==> config.mk <==
export PLATFORM = sky130hd
export DESIGN_NAME = side_window_weighted_filter_3x3_core
export DESIGN_NICKNAME = d
export VERILOG_FILES = /design/src/sv/swwf_pkg.sv /design/src/sv/side_window_weighted_filter_3x3_core.sv /design/src/sv/swwf_avg.sv
export SDC_FILE = /design/constraint.sdc
export NUM_CORES = 2
export LEC_CHECK = 0
export ABC_AREA = 1
export CAP_MARGIN = 20
export CORE_ASPECT_RATIO = 1.1
export CORE_UTILIZATION = 50
export CTS_CLUSTER_SIZE = 8
export DETAILED_ROUTE_END_ITERATION = 10
export DONT_BUFFER_PORTS = 1
export HOLD_SLACK_MARGIN = 0.15
export SLEW_MARGIN = 10
export SYNTH_ARGS = -nofsm -noshare
export SYNTH_HDL_FRONTEND = slang
export SYNTH_SLANG_ARGS = --single-unit
==> constraint.sdc <==
create_clock -name clk -period 11 [get_ports clk]
set_clock_uncertainty 0.1 [all_clocks]
set_input_delay 1.1 -clock clk [delete_from_list [all_inputs] [get_ports clk]]
set_output_delay 1.1 -clock clk [all_outputs]
set_load 0.01 [all_outputs]
==> src/sv/swwf_pkg.sv <==
// ============================================================================
// swwf_pkg
// Shared types and constants for the 3x3 side-window weighted filter.
// ============================================================================
`default_nettype none

package swwf_pkg;

  localparam int PIX_W    = 8;
  localparam int NUM_WIN  = 8;
  localparam int WIN_W    = 3;
  // Largest weighted sum is 12 * 255 = 3060, which fits in 12 bits.
  localparam int SUM_W    = 12;

  // Reciprocal constants: avg = (sum * RECIP) >> DIV_SHIFT, exact for sum < 4096.
  localparam int DIV_SHIFT = 16;
  localparam int RECIP_W   = 13;
  localparam logic [RECIP_W-1:0] RECIP_QUAD = RECIP_W'(7282);  // ceil(2^16 / 9)
  localparam logic [RECIP_W-1:0] RECIP_HALF = RECIP_W'(5462);  // ceil(2^16 / 12)

  // Windows 0..3 are quadrants (total 9), 4..7 are halves (total 12).
  localparam int NUM_QUAD = 4;

  typedef logic [SUM_W-1:0] sum_arr_t [NUM_WIN];
  typedef logic [PIX_W-1:0] avg_arr_t [NUM_WIN];

endpackage

`default_nettype wire

==> src/sv/side_window_weighted_filter_3x3_core.sv <==
// ============================================================================
// side_window_weighted_filter_3x3_core
// Five-stage pipeline: weighted sums, averages, distances to the centre,
// pairwise pick of the closest window, final pick with border bypass.
// ============================================================================
// Throughput: one transaction per cycle while out_ready is high; every stage
//   has its own valid bit and takes new data whenever it is empty or its
//   successor takes its data.
// Reset: rst (synchronous) clears all stage valid bits; data registers
//   are not reset.
`default_nettype none

module side_window_weighted_filter_3x3_core
  import swwf_pkg::*;
(
  input  wire logic             clk,
  input  wire logic             rst,
  input  wire logic             in_valid,
  output logic                  in_ready,
  input  wire logic [PIX_W-1:0] px_up_left,
  input  wire logic [PIX_W-1:0] px_up,
  input  wire logic [PIX_W-1:0] px_up_right,
  input  wire logic [PIX_W-1:0] px_left,
  input  wire logic [PIX_W-1:0] px_center,
  input  wire logic [PIX_W-1:0] px_right,
  input  wire logic [PIX_W-1:0] px_down_left,
  input  wire logic [PIX_W-1:0] px_down,
  input  wire logic [PIX_W-1:0] px_down_right,
  input  wire logic             on_border,
  output logic                  out_valid,
  input  wire logic             out_ready,
  output logic [PIX_W-1:0]      filtered_pixel,
  output logic [WIN_W-1:0]      chosen_window
);

  localparam int NUM_PAIR = NUM_WIN / 2;

  typedef struct packed {
    logic [PIX_W-1:0] diff;
    logic [PIX_W-1:0] avg;
    logic [WIN_W-1:0] idx;
  } cand_t;

  // Stage valid bits and per-stage ready
  logic s1_valid, s2_valid, s3_valid, s4_valid, s5_valid;
  logic s1_ready, s2_ready, s3_ready, s4_ready, s5_ready;

  // Stage data
  sum_arr_t         s1_sum;
  logic [PIX_W-1:0] s1_center, s2_center, s3_center, s4_center;
  logic             s1_border, s2_border, s3_border, s4_border;
  avg_arr_t         s2_avg, s3_avg;
  avg_arr_t         s3_dist;
  cand_t            s4_cand [NUM_PAIR];
  logic [PIX_W-1:0] s5_pixel;
  logic [WIN_W-1:0] s5_window;

  // Combinational values feeding each register stage
  sum_arr_t         sum_next;
  avg_arr_t         avg_next;
  avg_arr_t         dist_next;
  cand_t            pair_next [NUM_PAIR];
  cand_t            mid_a, mid_b, best;
  logic [SUM_W-1:0] ul, u, ur, l, c, r, dl, d, dr;

  // Ready chain: a stage takes data when empty or when its data moves on
  assign s5_ready = !s5_valid || out_ready;
  assign s4_ready = !s4_valid || s5_ready;
  assign s3_ready = !s3_valid || s4_ready;
  assign s2_ready = !s2_valid || s3_ready;
  assign s1_ready = !s1_valid || s2_ready;
  assign in_ready = s1_ready;

  // Weighted window sums (kernel 1 2 1 / 2 4 2 / 1 2 1)
  always_comb begin
    ul = SUM_W'(px_up_left);
    u  = SUM_W'(px_up) << 1;
    ur = SUM_W'(px_up_right);
    l  = SUM_W'(px_left) << 1;
    c  = SUM_W'(px_center) << 2;
    r  = SUM_W'(px_right) << 1;
    dl = SUM_W'(px_down_left);
    d  = SUM_W'(px_down) << 1;
    dr = SUM_W'(px_down_right);
    sum_next[0] = ul + u + l + c;
    sum_next[1] = u + ur + c + r;
    sum_next[2] = l + c + dl + d;
    sum_next[3] = c + r + d + dr;
    sum_next[4] = ul + u + ur + l + c + r;
    sum_next[5] = l + c + r + dl + d + dr;
    sum_next[6] = u + ur + c + r + d + dr;
    sum_next[7] = ul + u + l + c + dl + d;
  end

  // Constant divides between stage 1 and stage 2
  swwf_avg u_avg (
    .sums (s1_sum),
    .avgs (avg_next)
  );

  // Absolute distance of each average from the centre pixel
  always_comb begin
    for (int w = 0; w < NUM_WIN; w++) begin
      dist_next[w] = (s2_avg[w] > s2_center) ? (s2_avg[w] - s2_center)
                                             : (s2_center - s2_avg[w]);
    end
  end

  // Pairwise pick; the lower index wins ties
  always_comb begin
    for (int p = 0; p < NUM_PAIR; p++) begin
      if (s3_dist[2*p+1] < s3_dist[2*p]) begin
        pair_next[p] = '{diff: s3_dist[2*p+1], avg: s3_avg[2*p+1],
                         idx: WIN_W'(2*p+1)};
      end else begin
        pair_next[p] = '{diff: s3_dist[2*p], avg: s3_avg[2*p],
                         idx: WIN_W'(2*p)};
      end
    end
  end

  // Final pick over the four survivors
  always_comb begin
    mid_a = (s4_cand[1].diff < s4_cand[0].diff) ? s4_cand[1] : s4_cand[0];
    mid_b = (s4_cand[3].diff < s4_cand[2].diff) ? s4_cand[3] : s4_cand[2];
    best  = (mid_b.diff < mid_a.diff) ? mid_b : mid_a;
  end

  // Advance valid bits
  always_ff @(posedge clk) begin
    if (rst) begin
      s1_valid <= 1'b0;
      s2_valid <= 1'b0;
      s3_valid <= 1'b0;
      s4_valid <= 1'b0;
      s5_valid <= 1'b0;
    end else begin
      if (s1_ready) s1_valid <= in_valid;
      if (s2_ready) s2_valid <= s1_valid;
      if (s3_ready) s3_valid <= s2_valid;
      if (s4_ready) s4_valid <= s3_valid;
      if (s5_ready) s5_valid <= s4_valid;
    end
  end

  // Advance stage data; a stalled stage holds
  always_ff @(posedge clk) begin
    if (s1_ready) begin
      s1_sum    <= sum_next;
      s1_center <= px_center;
      s1_border <= on_border;
    end
    if (s2_ready) begin
      s2_avg    <= avg_next;
      s2_center <= s1_center;
      s2_border <= s1_border;
    end
    if (s3_ready) begin
      s3_avg    <= s2_avg;
      s3_dist   <= dist_next;
      s3_center <= s2_center;
      s3_border <= s2_border;
    end
    if (s4_ready) begin
      s4_cand   <= pair_next;
      s4_center <= s3_center;
      s4_border <= s3_border;
    end
    if (s5_ready) begin
      if (s4_border) begin
        s5_pixel  <= s4_center;
        s5_window <= '0;
      end else begin
        s5_pixel  <= best.avg;
        s5_window <= best.idx;
      end
    end
  end

  assign out_valid      = s5_valid;
  assign filtered_pixel = s5_pixel;
  assign chosen_window  = s5_window;

endmodule

`default_nettype wire

==> src/sv/swwf_avg.sv <==
// ============================================================================
// swwf_avg
// Divides the eight window sums by their kernel totals with constant
// reciprocal multiplies (truncating, exact over the whole sum range).
// ============================================================================
`default_nettype none

module swwf_avg
  import swwf_pkg::*;
(
  input  sum_arr_t sums,
  output avg_arr_t avgs
);

  localparam int PROD_W = SUM_W + RECIP_W;

  logic [PROD_W-1:0] prod [NUM_WIN];

  // Multiply by the reciprocal and keep the integer part
  always_comb begin
    for (int w = 0; w < NUM_WIN; w++) begin
      if (w < NUM_QUAD) begin
        prod[w] = PROD_W'(sums[w]) * PROD_W'(RECIP_QUAD);
      end else begin
        prod[w] = PROD_W'(sums[w]) * PROD_W'(RECIP_HALF);
      end
      avgs[w] = prod[w][DIV_SHIFT +: PIX_W];
    end
  end

endmodule

`default_nettype wire
# Word-level counts from Yosys, hierarchy flattened
# Cells that the tools add are included.
# classes
addsub	40
n_mul	8
magnitude_cmp	15
n_mux	16
n_reduce_logical	10
# op_table
operator	count
12-bit by 12-bit multiplier with 23-bit output, second input constant	8
8-bit subtractor	16
19-bit 2-to-1 mux	6
12-bit by 8-bit adder with 12-bit output	7
12-bit by 9-bit adder with 12-bit output	6
8-bit 2-to-1 mux	9
8-bit greater-than comparator	8
8-bit < comparator	7
11-bit by 9-bit adder with 12-bit output	3
10-bit by 9-bit adder with 11-bit output	2
11-bit by 10-bit adder with 12-bit output	1
12-bit by 10-bit adder with 12-bit output	1
10-bit by 10-bit adder with 11-bit output	1
9-bit by 10-bit adder with 11-bit output	1
11-bit 2-to-1 mux	1
8-bit by 9-bit adder with 10-bit output	1
9-bit by 8-bit adder with 10-bit output	1
1-bit zero test	5
1-bit logical OR	5
# word_totals
regBits	416
inputBits	77
out_inout_bits	13

# Longest topological paths before layout
# logic_depth
word_depth	6
depth_mapped	24
mapped_depth_nobuf	24

# Hierarchy
# From an unflattened synthesis, not the netlist that was laid out.
# unflattened
cells_unflattened	4952
area_unflattened_um2	46071.7
# by_module_without_submodules
mod	n_inst	cells_per_inst	area_each_um2	seq_area_each_um2
side_window_weighted_filter_3x3_core	1	2296	25562.0	12201.7
swwf_avg	1	2656	20509.7	0.0

# Worst setup path before layout
# Ideal clock, no wire load.
# synth_path
path_type	in2out
start	in out_ready
end	out in_ready
arrival_ps	8532
t_required_ps	9800
setup_slack_ps	1268
path_stages	8
path_buffers	0
path_cell_list	nor2_1 inv_1 nor2_1 inv_1 nor2_1 inv_1 nor2_1 nand2_1
# synth_between
elab_chain_len	5
# synth_lines
item	line_no	rtl
start, declared	side_window_weighted_filter_3x3_core.sv:31	input wire logic out_ready,
1-bit logical OR	side_window_weighted_filter_3x3_core.sv:67	assign s5_ready = !s5_valid || out_ready;
named net s5_ready	side_window_weighted_filter_3x3_core.sv:46	logic s1_ready, s2_ready, s3_ready, s4_ready, s5_ready;
1-bit logical OR	side_window_weighted_filter_3x3_core.sv:68	assign s4_ready = !s4_valid || s5_ready;
named net s4_ready	side_window_weighted_filter_3x3_core.sv:46	
1-bit logical OR	side_window_weighted_filter_3x3_core.sv:69	assign s3_ready = !s3_valid || s4_ready;
named net s3_ready	side_window_weighted_filter_3x3_core.sv:46	
1-bit logical OR	side_window_weighted_filter_3x3_core.sv:70	assign s2_ready = !s2_valid || s3_ready;
1-bit logical OR	side_window_weighted_filter_3x3_core.sv:71	assign s1_ready = !s1_valid || s2_ready;
end, declared	side_window_weighted_filter_3x3_core.sv:19	output logic in_ready,
# The timed path passes the listed nets, and every way through them passes these cells.

==> reports/qor.yml <==
clk_pin_slew_ns: 0.05
hold_path_class: "reg2reg"
std_cell_rows: 113
drc: 0
synth_seq_cells: 408
antenna_found_initial: 2
cts_htree_levels: 2
fin_hold_ws_ns: 0.315
viasPerCell: 5.12
crit_required_ns: 11.26
startpoint: "s1_sum[28]$_DFFE_PP_"
drt_first_pass_iters: 6
cts.sink_count: 408
status: "finished, final reports clean"
yosys_warnings: 0
synth_cells: 4352
synth_edf_count: 403
synthMuxAreaShare_pct: 0.707
root_buffer: "clkbuf_16"
cts_tree: "done"
gp_congestion: 0.921
endpoint_kind: "register"
synth_area_um2: 43700
grt_max_degree: 86
worstHoldStart: "s3_center[5]$_DFFE_PP_"
cts_made_buffers: 58
worstMarginPinSlew_ns: 1.07
drive_gt1_share_pct: 2.70
ctsHoldBuffers: 0
max-slew-margin-rel_pct: 29.0
crit_type: "reg2reg"
final_cells: 5565
syn_nets: 5674
cp_max_fo: 5
boundaryPins: 90
grt_pass1_vias: 29800
synthFlopType: "edfxtp_1"
cts_setup_buffers: 0
vias: 28500
die_area_um2: 88700
r2r-start: "s1_sum[28]$_DFFE_PP_"
synth_top_family_by_area: "adder cells"
final_cell_mix: "inv_1 (992), ha_1 (843), nand2_1 (563)"
hold_path_depth: 0
wl_per_cell_um: 17.9
async_flop_share_pct: 0
period_share_pct: 48.0
start_util_pct: 50.5
synthDistinctLibCells: 59
setup_tns_ns: 0
io_buffers: 0
synth_compound_area_share_pct: 7.73
hpwlAfterDp_um: 85100
coreArea_um2: 86500
grt_setup_unrepaired: "no"
hold_viol_final: 0
die_w_um: 284
cts_max_path_buffers: 3
hold_end: "s4_center[5]$_DFFE_PP_"
worstPathArrival_ns: 5.54
grt_overflow_total: 0
post_cts_resized: 0
yosys.area_share.simple_pct: 7.71
area_delta_synth_final_pct: 6.91
drtAntennaViolNets: 0
worstReg2RegEnd: "s2_avg[23]$_DFFE_PP_"
drtIter0Drc: 1431
maxCapViolCount: 0
synth_xor_area_share_pct: 4.50
critPathLaunchType: "register"
setup_viol: 0
final_common_cell: "inv_1"
fin_crit_ns: 5.28
rrSetupSlack_ns: 5.72
r2r_cells: 16
synth_fa_ha_area_share_pct: 42.5
fmax_mhz: 189
die-height_um: 312
routed_wirelength_um: 99700
grt_util_all_layers_pct: 23.0
grt_pass1_wl_um: 159000
clkLatencyLatePin_ns: 0.62
yosysSeqAreaShare_pct: 27.9
fin_nets: 5710
final_max_slew_viol_count: 0
synth.avg_cell_area_um2: 10.1
dp.cells: 5478
[Yosys cell counts, types with 22 or more instances]
| master | count | area, µm² |
|---|---|---|
| nand2_1 | 564 | 2120 |
| fa_1 | 402 | 8050 |
| ha_1 | 843 | 10500 |
| o21ai_0 | 158 | 791 |
| nand4_1 | 33 | 206 |
| nor2_1 | 114 | 428 |
| xor2_1 | 160 | 1400 |
| o21bai_1 | 22 | 165 |
| edfxtp_1 | 403 | 12100 |
| inv_1 | 995 | 3730 |
| a21oi_1 | 289 | 1450 |
| clkbuf_1 | 22 | 82.6 |
| xnor2_1 | 63 | 552 |
| nand3_1 | 84 | 420 |
[stage by stage]
stage                     setup slack, ns  cell area, µm²  util [%]
after floorplan                      1.27           43700         -
after global placement               5.23           45100      52.1
after detailed placement             5.20           45100      52.1
after CTS                            5.77           46800      54.0
after global routing                 5.44           46800      54.0
final                                5.72           46800      54.0
[worst max-delay path by stage]
stage | endpoint | slack [ns] | cells past startpoint
after floorplan | in_ready | 1.27 | 8
after global placement | s1_sum[11]$_DFFE_PP_ | 5.23 | 21
after detailed placement | s1_sum[32]$_DFFE_PP_ | 5.20 | 11
after CTS | s2_avg[23]$_DFFE_PP_ | 5.77 | 16
after global routing | s1_sum[25]$_DFFE_PP_ | 5.44 | 11
final | s2_avg[23]$_DFFE_PP_ | 5.72 | 16
[state kept, by name, indices dropped and copies added, names as in the netlist]
name,cells
out_valid,1
s4_cand,68
s1_border,1
s4_border,1
s2_avg,64
s2_center,8
s3_center,8
s2_border,1
s1_sum,96
s2_valid,1
s3_avg,64
chosen_window,3
s3_dist,64
s1_valid,1
s4_valid,1
s4_center,8
s3_border,1
s1_center,8
filtered_pixel,8
s3_valid,1
[critical path: stages (launching register included)]
cell and delay (ns):
edfxtp_1 0.51, ha_1 0.39, fa_1 0.52, inv_1 0.05
fa_1 0.50, inv_1 0.05, fa_1 0.50, inv_1 0.06
fa_1 0.53, inv_1 0.04, ha_1 0.34, nand4_1 0.14
nor4_1 0.52, nand4_1 0.29, nand3_1 0.24, a21oi_1 0.10
xor2_1 0.14
[area by class of cell]
cell class,count,area (µm²)
Antenna cell,2,5.00
Clock buffer,81,1560
Clock inverter,4,83.8
Fill cell,7873,39800
Inverter,997,3740
Multi-Input combinational cell,2911,27600
Sequential cell,408,12200
Tap cell,1150,1440
Timing Repair Buffer,12,90.1
[metal layers]
metal / vias to the layer above / routed length (µm) / global-route usage, %
met5: - / 0 / 0
met4: 0 / 2300 / 5.57
met3: 117 / 3480 / 2.55
met2: 449 / 49500 / 41.1
met1: 13600 / 44400 / 29.7
li1: 14300 / - / -
[kinds of logic (layout without fill, tap and decap cells)]
kind of cell | after synthesis | in the layout
adder cells (fa/ha/maj) | 1245 | 1245
buffers and inverters | 1033 | 1094
AND/OR/NAND/NOR | 825 | 825
AO/OA/AOI/OAI | 588 | 588
flip-flops | 408 | 408
XOR/XNOR | 224 | 224
multiplexers | 29 | 29
other | 0 | 2
Power is not shown: default switching activity piles up to over one toggle a cycle in this logic, so the estimate is an artifact.
